## src/hdl/scl_pkg.sv

```systemverilog
package scl_pkg;

    localparam int TAG_WIDTH_DEF = 32;
    localparam int GEN_WIDTH     = 32;

    typedef enum logic [2:0] {
        ST_OFFLINE = 3'd0,
        ST_CLOSED  = 3'd1,
        ST_OPENING = 3'd2,
        ST_OPEN    = 3'd3,
        ST_CLOSING = 3'd4,
        ST_FAULTED = 3'd5
    } state_t;

    typedef enum logic [2:0] {
        OP_START      = 3'd0,
        OP_OPEN_REQ   = 3'd1,
        OP_CLOSE_REQ  = 3'd2,
        OP_DISCONNECT = 3'd3,
        OP_OPEN_DONE  = 3'd4,
        OP_CLOSE_DONE = 3'd5
    } op_t;

    typedef enum logic [1:0] {
        ACT_NONE   = 2'd0,
        ACT_OPEN   = 2'd1,
        ACT_CANCEL = 2'd2,
        ACT_CLOSE  = 2'd3
    } action_t;

    typedef struct packed {
        logic [2:0]           op;
        logic                 take_offline;
        logic [GEN_WIDTH-1:0] event_generation;
        logic                 succeeded;
        logic                 chan_delivered;
    } event_t;

    typedef struct packed {
        logic [1:0]           action;
        logic                 disconnect_taken;
        logic [2:0]           current_state;
        logic [GEN_WIDTH-1:0] current_generation;
        logic                 consistent;
    } result_t;

    // handshake between pipeline stages
    typedef struct packed {
        logic step;
        logic ready;
    } stage_ctrl_t;

endpackage

```

## src/hdl/scl_in_stage.sv

```systemverilog
module scl_in_stage
    import scl_pkg::*;
(
    input  logic        clk,
    input  logic        rst_n,
    input  logic        event_valid,
    output logic        event_stall,
    input  event_t      event_item,
    input  logic        res_ready,
    output stage_ctrl_t ctrl,
    output event_t      item
);

    logic   valid_reg;
    logic   valid_next;
    event_t item_reg;
    logic   accept;
    logic   step;

    assign step        = valid_reg && res_ready;
    assign event_stall = valid_reg && !res_ready;
    assign accept      = event_valid && !event_stall;

    always_comb
    begin
        if (accept)
            valid_next = 1'b1;
        else if (step)
            valid_next = 1'b0;
        else
            valid_next = valid_reg;
    end

    always_ff @(posedge clk or negedge rst_n)
    begin
        if (!rst_n)
            valid_reg <= 1'b0;
        else
            valid_reg <= valid_next;
    end

    always_ff @(posedge clk)
    begin
        if (accept)
            item_reg <= event_item;
    end

    assign ctrl.step  = step;
    assign ctrl.ready = res_ready;
    assign item       = item_reg;

endmodule

```

## src/hdl/scl_core.sv

```systemverilog
module scl_core
    import scl_pkg::*;
#(
    parameter int TAG_WIDTH = TAG_WIDTH_DEF
)
(
    input  logic        clk,
    input  logic        rst_n,
    input  stage_ctrl_t ctrl,
    input  event_t      item,
    output result_t     result
);

    localparam int CMP_W = (TAG_WIDTH > GEN_WIDTH) ? TAG_WIDTH : GEN_WIDTH;

    state_t               state_reg, state_next;
    logic                 pend_reg, pend_next;
    logic                 held_reg, held_next;
    logic                 creq_reg, creq_next;
    logic                 goff_reg, goff_next;
    logic                 started_reg, started_next;
    logic [TAG_WIDTH-1:0] tag_reg, tag_next;

    logic [TAG_WIDTH-1:0] tag_inc;
    logic                 gen_match;
    logic                 start_ok;
    logic                 open_ok;
    logic                 disc_ok;
    logic                 done_live;
    logic                 off_now;
    logic                 goff_req;
    logic [1:0]           action;

    assign tag_inc   = tag_reg + TAG_WIDTH'(1);
    assign gen_match = (CMP_W'(item.event_generation) == CMP_W'(tag_reg));
    assign start_ok  = !started_reg && (state_reg == ST_OFFLINE);
    assign open_ok   = started_reg && (state_reg == ST_CLOSED) && !pend_reg && !held_reg;
    assign disc_ok   = gen_match && started_reg && (state_reg == ST_OPEN) && held_reg;
    assign done_live = gen_match && pend_reg && (state_reg == ST_OPENING);
    assign off_now   = goff_reg || !started_reg;
    assign goff_req  = goff_reg || item.take_offline;

    // next state
    always_comb
    begin
        state_next   = state_reg;
        pend_next    = pend_reg;
        held_next    = held_reg;
        creq_next    = creq_reg;
        goff_next    = goff_reg;
        started_next = started_reg;
        tag_next     = tag_reg;
        unique case (item.op)
            OP_START:
            begin
                if (start_ok)
                begin
                    started_next = 1'b1;
                    state_next   = ST_CLOSED;
                    pend_next    = 1'b0;
                    held_next    = 1'b0;
                    creq_next    = 1'b0;
                    goff_next    = 1'b0;
                    tag_next     = tag_inc;
                end
            end
            OP_OPEN_REQ:
            begin
                if (open_ok)
                begin
                    state_next = ST_OPENING;
                    pend_next  = 1'b1;
                    creq_next  = 1'b0;
                    goff_next  = 1'b0;
                end
            end
            OP_CLOSE_REQ:
            begin
                creq_next = 1'b1;
                goff_next = goff_req;
                if (item.take_offline)
                    started_next = 1'b0;
                priority if (state_reg == ST_OPENING && pend_reg)
                begin
                    state_next = state_reg;
                end
                else if (state_reg == ST_OPEN && held_reg)
                begin
                    state_next = ST_CLOSING;
                end
                else if (state_reg == ST_CLOSED || state_reg == ST_FAULTED ||
                         state_reg == ST_OFFLINE)
                begin
                    state_next = goff_req ? ST_OFFLINE : ST_CLOSED;
                    pend_next  = 1'b0;
                    held_next  = 1'b0;
                    creq_next  = 1'b0;
                    goff_next  = 1'b0;
                end
                else
                begin
                    state_next = state_reg;
                end
            end
            OP_DISCONNECT:
            begin
                if (disc_ok)
                begin
                    state_next = ST_FAULTED;
                    pend_next  = 1'b0;
                    held_next  = 1'b0;
                    creq_next  = 1'b0;
                    goff_next  = 1'b0;
                    tag_next   = (tag_inc == '0) ? TAG_WIDTH'(1) : tag_inc;
                end
            end
            OP_OPEN_DONE:
            begin
                if (done_live)
                begin
                    pend_next = 1'b0;
                    if (item.succeeded && item.chan_delivered)
                    begin
                        held_next  = 1'b1;
                        state_next = (creq_reg || off_now) ? ST_CLOSING : ST_OPEN;
                    end
                    else
                    begin
                        held_next = 1'b0;
                        creq_next = 1'b0;
                        goff_next = 1'b0;
                        priority if (off_now)
                            state_next = ST_OFFLINE;
                        else if (creq_reg)
                            state_next = ST_CLOSED;
                        else
                            state_next = ST_FAULTED;
                    end
                end
            end
            OP_CLOSE_DONE:
            begin
                if (state_reg == ST_CLOSING)
                begin
                    pend_next = 1'b0;
                    held_next = 1'b0;
                    creq_next = 1'b0;
                    goff_next = 1'b0;
                    priority if (off_now)
                        state_next = ST_OFFLINE;
                    else if (item.succeeded)
                        state_next = ST_CLOSED;
                    else
                        state_next = ST_FAULTED;
                end
            end
            default:
            begin
                state_next = state_reg;
            end
        endcase
    end

    // outputs
    always_comb
    begin
        action = ACT_NONE;
        unique case (item.op)
            OP_OPEN_REQ:
            begin
                if (open_ok)
                    action = ACT_OPEN;
            end
            OP_CLOSE_REQ:
            begin
                priority if (state_reg == ST_OPENING && pend_reg)
                    action = ACT_CANCEL;
                else if (state_reg == ST_OPEN && held_reg)
                    action = ACT_CLOSE;
                else
                    action = ACT_NONE;
            end
            OP_OPEN_DONE:
            begin
                priority if (!done_live)
                    action = item.chan_delivered ? ACT_CLOSE : ACT_NONE;
                else if (item.succeeded && item.chan_delivered && (creq_reg || off_now))
                    action = ACT_CLOSE;
                else
                    action = ACT_NONE;
            end
            default:
            begin
                action = ACT_NONE;
            end
        endcase

        result.action             = action;
        result.disconnect_taken   = (item.op == OP_DISCONNECT) && disc_ok;
        result.current_state      = state_next;
        result.current_generation = GEN_WIDTH'(tag_next);
        result.consistent         = (pend_next == (state_next == ST_OPENING)) &&
                                    (held_next == (state_next == ST_OPEN ||
                                                   state_next == ST_CLOSING)) &&
                                    !(!started_next && state_next != ST_OFFLINE &&
                                      !goff_next) &&
                                    !(state_next == ST_OFFLINE && started_next);
    end

    always_ff @(posedge clk or negedge rst_n)
    begin
        if (!rst_n)
        begin
            state_reg   <= ST_OFFLINE;
            pend_reg    <= 1'b0;
            held_reg    <= 1'b0;
            creq_reg    <= 1'b0;
            goff_reg    <= 1'b0;
            started_reg <= 1'b0;
            tag_reg     <= '0;
        end
        else if (ctrl.step)
        begin
            state_reg   <= state_next;
            pend_reg    <= pend_next;
            held_reg    <= held_next;
            creq_reg    <= creq_next;
            goff_reg    <= goff_next;
            started_reg <= started_next;
            tag_reg     <= tag_next;
        end
    end

endmodule

```

## src/hdl/scl_out_stage.sv

```systemverilog
module scl_out_stage
    import scl_pkg::*;
(
    input  logic        clk,
    input  logic        rst_n,
    input  stage_ctrl_t ctrl,
    input  result_t     result,
    output logic        res_ready,
    output logic        result_valid,
    input  logic        result_stall,
    output result_t     result_item
);

    logic    valid_reg;
    logic    valid_next;
    result_t item_reg;

    assign res_ready = !valid_reg || !result_stall;

    always_comb
    begin
        if (ctrl.step)
            valid_next = 1'b1;
        else if (!result_stall)
            valid_next = 1'b0;
        else
            valid_next = valid_reg;
    end

    always_ff @(posedge clk or negedge rst_n)
    begin
        if (!rst_n)
            valid_reg <= 1'b0;
        else
            valid_reg <= valid_next;
    end

    always_ff @(posedge clk)
    begin
        if (ctrl.step && ctrl.ready)
            item_reg <= result;
    end

    assign result_valid = valid_reg;
    assign result_item  = item_reg;

endmodule

```

## src/hdl/signaling_channel_lifecycle_fsm.sv

```systemverilog
// Channel  | Direction | Payload  | Transfer
// event    | in        | event_t  | event_valid  && !event_stall
// result   | out       | result_t | result_valid && !result_stall
//
// One result per event; the event passes through the input register, then the result
// register, where result_valid rises; a stalled result holds the event in the input
// register. One event per cycle sustained while the result is not stalled.
// The lifecycle state and tag update as the event moves to the result register.
// rst_n clears state to offline, tag to zero and both stages to empty.
// event_stall rises only while the input register holds an event and the
// result register is full and stalled.
module signaling_channel_lifecycle_fsm
    import scl_pkg::*;
#(
    parameter int TAG_WIDTH = TAG_WIDTH_DEF
)
(
    input  logic    clk,
    input  logic    rst_n,
    input  logic    event_valid,
    output logic    event_stall,
    input  event_t  event_item,
    output logic    result_valid,
    input  logic    result_stall,
    output result_t result_item
);

    stage_ctrl_t ctrl;
    event_t      item;
    result_t     result;
    logic        res_ready;

    scl_in_stage u_in_stage (
        .clk         (clk),
        .rst_n       (rst_n),
        .event_valid (event_valid),
        .event_stall (event_stall),
        .event_item  (event_item),
        .res_ready   (res_ready),
        .ctrl        (ctrl),
        .item        (item)
    );

    scl_core #(
        .TAG_WIDTH (TAG_WIDTH)
    ) u_core (
        .clk    (clk),
        .rst_n  (rst_n),
        .ctrl   (ctrl),
        .item   (item),
        .result (result)
    );

    scl_out_stage u_out_stage (
        .clk          (clk),
        .rst_n        (rst_n),
        .ctrl         (ctrl),
        .result       (result),
        .res_ready    (res_ready),
        .result_valid (result_valid),
        .result_stall (result_stall),
        .result_item  (result_item)
    );

endmodule

```

## config.mk

```make
export PLATFORM = sky130hd
export DESIGN_NAME = signaling_channel_lifecycle_fsm
export DESIGN_NICKNAME = d
export VERILOG_FILES = /design/src/hdl/scl_pkg.sv /design/src/hdl/scl_in_stage.sv /design/src/hdl/scl_core.sv /design/src/hdl/scl_out_stage.sv /design/src/hdl/signaling_channel_lifecycle_fsm.sv
export SDC_FILE = /design/constraint.sdc
export NUM_CORES = 1
export LEC_CHECK = 0
export ABC_CLOCK_PERIOD_IN_PS = 5100
export BUFFER_PORTS_ARGS = -buffer_cell sky130_fd_sc_hd__buf_2
export CAP_MARGIN = 20
export CORE_MARGIN = 10
export CORE_UTILIZATION = 50
export DETAILED_ROUTE_END_ITERATION = 12
export GPL_TIMING_DRIVEN = 0
export PLACE_DENSITY = 0.79
export SETUP_SLACK_MARGIN = 0.05
export SLEW_MARGIN = 10
export SYNTH_ARGS = -nofsm -noshare
export SYNTH_HDL_FRONTEND = slang
export SYNTH_HIERARCHICAL = 1
export SYNTH_SLANG_ARGS = --single-unit
```

## constraint.sdc

```tcl
create_clock -name clk -period 5.1 [get_ports clk]
set_input_delay 0.255 -clock clk [delete_from_list [all_inputs] [get_ports clk]]
set_output_delay 0.255 -clock clk [all_outputs]
set_load 0.02 [all_outputs]
```

==> results.py <==
metrics = {
    "logic_synthesis": {
        "ys_types": 86,
        "ys_seq_area_share_pct": 49.10,
        "async_reset_ff_share_pct": 35.29,
        "syn_area_mm2": 0.006849,
        "yosys-top-cells-area": "edfxtp_1 34%, dfrtp_1 15%, xnor2_1 11%, nand2_1 3.1%, nand3_1 2.1%",
        "synth_edf_count": 77,
        "avgSynthCellArea_um2": 11.01,
        "synth_flop_cell": "edfxtp_1",
        "postSynthNetCount": 669,
        "synth-seq-cells": 119,
        "synth_top_area_share_pct": 33.76,
        "synthCells": 622,
        "synth-warning-count": 6,
        "synth_top_area_cell": "edfxtp_1",
    },
    "pwr": {
        "irDropWorstVdd_v": 0.0004083,
        "power.share.clock_pct": 43.4,
        "power_switching_uw": 821.4,
        "p_sw_share_pct": 27.36,
        "power.leakage_nw": 3.340,
        "intPower_mw": 2.181,
        "power_frac_seq_pct": 38.8,
        "p_per_area_mw_per_mm2": 357.3,
        "pwr-share-comb_pct": 17.8,
        "power_mw": 3.002,
    },
    "floorplanning": {
        "die_y_um": 137.0,
        "die_x_um": 137.0,
        "coreArea_mm2": 0.01335,
        "num_rows": 42,
        "io_pins": 83,
        "die-area_mm2": 0.01878,
        "start_util_pct": 51.31,
    },
    "clocking": {
        "cts_tree": "built",
        "cts-resized-gates": 0,
        "cts_made_buffers": 17,
        "clkSinkCount": 119,
        "cts_setup_buffers": 0,
        "htreeDepth": 4,
        "cts_root_buffer": "clkbuf_16",
        "cts_hold_buf": 21,
        "clkLatencyLatePin_ns": 0.42,
        "cts_buffer_depth": 2,
        "clkTransAtPathRegs_ns": 0.06,
    },
    "timing": {
        "fmax_ghz": 0.2635,
        "slew_headroom_pct": 32.89,
        "hold_viol_final": 0,
        "final.min_clock_period_ns": 3.795,
        "setup_violations": 0,
        "rsz0062_at_grt": "no",
        "finalCritPeriodShare_pct": 74.41,
        "finClkSkew_ns": 0.01002,
        "slew_violations": 0,
        "worstMarginPinSlew_ns": 0.9989,
        "setup_tns_ns": 0,
    },
    "layout": {
        "final_cells": 938,
        "area_growth_pct": 22.69,
        "finalInstanceArea_mm2": 0.008403,
        "drive_above_1_share_pct": 25.89,
        "largest_reg_flops": 39,
        "fin_nets": 795,
    },
    "grt": {
        "met1_usage_pct": 28.36,
        "grt_use_total_pct": 21.17,
        "grt_max_degree": 43,
        "grt_overflow_total": 0,
        "grtUsageMet3_pct": 5.535,
        "use_met2_pct": 32.03,
        "grt_antenna_before_repair": 1,
        "first_global_vias": 5450,
        "top_usage_layer": "met2",
        "grt_pass1_wl_mm": 30.52,
    },
    "detailed_routing": {
        "routed_wl_mm": 19.72,
        "drt-vias-per-instance": 5.930,
        "drc": 0,
        "drt-initial-drc-count": 762,
        "wl_per_cell_um": 21.02,
        "vias": 5562,
        "antenna_left": 0,
        "dr.pass1.iters": 6,
    },
    "placed_design": {
        "routabilityCongestion": 0.9616,
        "dp_hpwl_mm": 13.47,
        "port-buffer-count": 82,
        "dp.cells": 881,
        "postPlaceCellArea_mm2": 0.007508,
    },
    "critical_path": {
        "crit_buf_inv": 3,
        "critPathSlowestCell": "nor4_4",
        "worstSetupPathType": "reg2reg",
        "cp-start-kind": "flip-flop",
        "r2r_cells": 10,
        "r2r-start": "u_core/tag_reg[3]",
        "critPathMaxStageDelay_ns": 0.62,
        "cpLargestDelayFamily": "simple AND/OR/NAND/NOR gates",
        "crit_fanout": 10,
        "crit_required_ns": 5.27,
        "worstSetupEndpointType": "flip-flop",
        "ff2ff_setup_slack_ns": 1.30,
        "r2r-end": "u_out_stage/result_item[21]",
        "arrival_ns": 3.96,
        "crit_chain": "buf_6 -> xnor2_1 -> nand4_1 -> nor4_4 -> nand3_1 -> a21oi_1 -> buf_2 -> buf_2 -> nand3_1 -> xnor2_1",
    },
    "min_path": {
        "hold_path_end": "u_in_stage/item[29]",
        "hold_path_class": "in2reg",
        "min-delay-start": "event_item[29]",
        "hold_depth": 1,
    },
    "flow_run": {
        "max_cap_violations": 0,
    },
    "outcome": {
        "outcome": "complete, no violations",
    },
}
cell families (layout without fill, tap and decap cells):
family                     count (synthesis)  in the layout  synth area share (%)
buffers and inverters                     67            206                 5.480
other                                      0              1                     0
adders and majority gates                  6              6                 1.060
muxes                                     12             12                 1.863
DFF                                      119            119                 49.10
AOI/OAI and AO/OA                         78             78                 8.714
and+or+nand+nor                          242            242                 21.14
xor gates and xnor gates                  98             98                 12.64
cell type report:
| type | instances | area [um2] |
|---|---|---|
| multi-input cells | 436 | 3112 |
| inverters | 15 | 56.30 |
| repair buffers | 107 | 688.2 |
| clock inverters | 11 | 171.4 |
| plain buffers | 52 | 319.1 |
| flip-flops and latches | 119 | 3363 |
| fillers | 1082 | 4945 |
| clock buffers | 21 | 470.5 |
| well taps | 176 | 220.2 |
| diodes | 1 | 2.502 |
worst register-to-register path: stages (launching register included):
cell	delay [ns]
dfrtp_1	0.39
buf_6	0.15
xnor2_1	0.35
nand4_1	0.29
nor4_4	0.62
nand3_1	0.27
a21oi_1	0.44
buf_2	0.36
buf_2	0.34
nand3_1	0.16
xnor2_1	0.17
power groups by stage:
stage,Sequential (mW),Combinational [mW],Clock [mW]
2_1_floorplan,1.21,0.305,0
3_3_place_gp,1.18,0.504,0
3_5_place_dp,1.18,0.511,0
6_report,1.16,0.535,1.30
5_1_grt,1.17,0.581,1.36
4_1_cts,1.17,0.530,1.31
per-stage QoR:
| step | hold slack, ns | utilization [%] | worst slack (ns) |
|---|---|---|---|
| floorplan | -0.04059 | - | 2.247 |
| global placement | 0.4310 | 56.04 | 1.508 |
| detailed placement | 0.4331 | 56.25 | 1.446 |
| CTS | 0.001111 | 62.64 | 1.430 |
| global route | 0.0005701 | 62.95 | 1.191 |
| finish | 0.01067 | 62.95 | 1.305 |
cells in the mapped netlist, drive strengths merged (9+ instances only):
cell and count:
o21ai 10, nor3 21, nor4 17, a21oi 13, xor2 9, dfrtp 42, nand4 26, inv 15
and2 14, nand2 57, xnor2 89, edfxtp 77, clkbuf 12, nand2b 10, nand3 31, nor2 27
buf 40
cells in the final DEF (no fill, tap or decap), types with 5 or more instances in the layout:
cell / count
a211o_1: 5
a211oi_1: 5
a21o_1: 5
a21oi_1: 12
a31oi_1: 7
and2_1: 11
buf_2: 102
buf_4: 9
buf_6: 7
clkbuf_1: 12
clkbuf_16: 17
clkinvlp_4: 5
dfrtp_1: 42
dlygate4sd3_1: 23
edfxtp_1: 77
ha_1: 5
inv_1: 15
mux2_2: 6
mux2i_1: 6
nand2_1: 56
nand2b_1: 9
nand3_1: 29
nand4_1: 23
nor2_1: 27
nor2b_1: 5
nor3_1: 19
nor4_1: 11
o21ai_0: 6
or2_2: 6
or3_1: 5
xnor2_1: 88
xor2_1: 9
metal layers:
layer,vias up,routed length [um]
li1,2509,-
met1,2672,8452
met2,322,8977
met3,59,1732
met4,0,553
met5,-,0
worst max path at each step:
stage	startpoint	endpoint	slack, ns	cells past startpoint
after detailed placement	u_core/tag_reg[3]	u_out_stage/result_item[25]	1.45	10
final	u_core/tag_reg[3]	u_out_stage/result_item[21]	1.30	10
after global placement	u_core/tag_reg[3]	u_out_stage/result_item[25]	1.51	10
after global routing	u_core/tag_reg[3]	u_out_stage/result_item[25]	1.19	10
after floorplan	u_core/tag_reg[1]	u_out_stage/result_item[6]	2.25	10
after CTS	u_core/tag_reg[3]	u_out_stage/result_item[25]	1.43	10
Note: power is estimated with default switching activity, not from simulation.
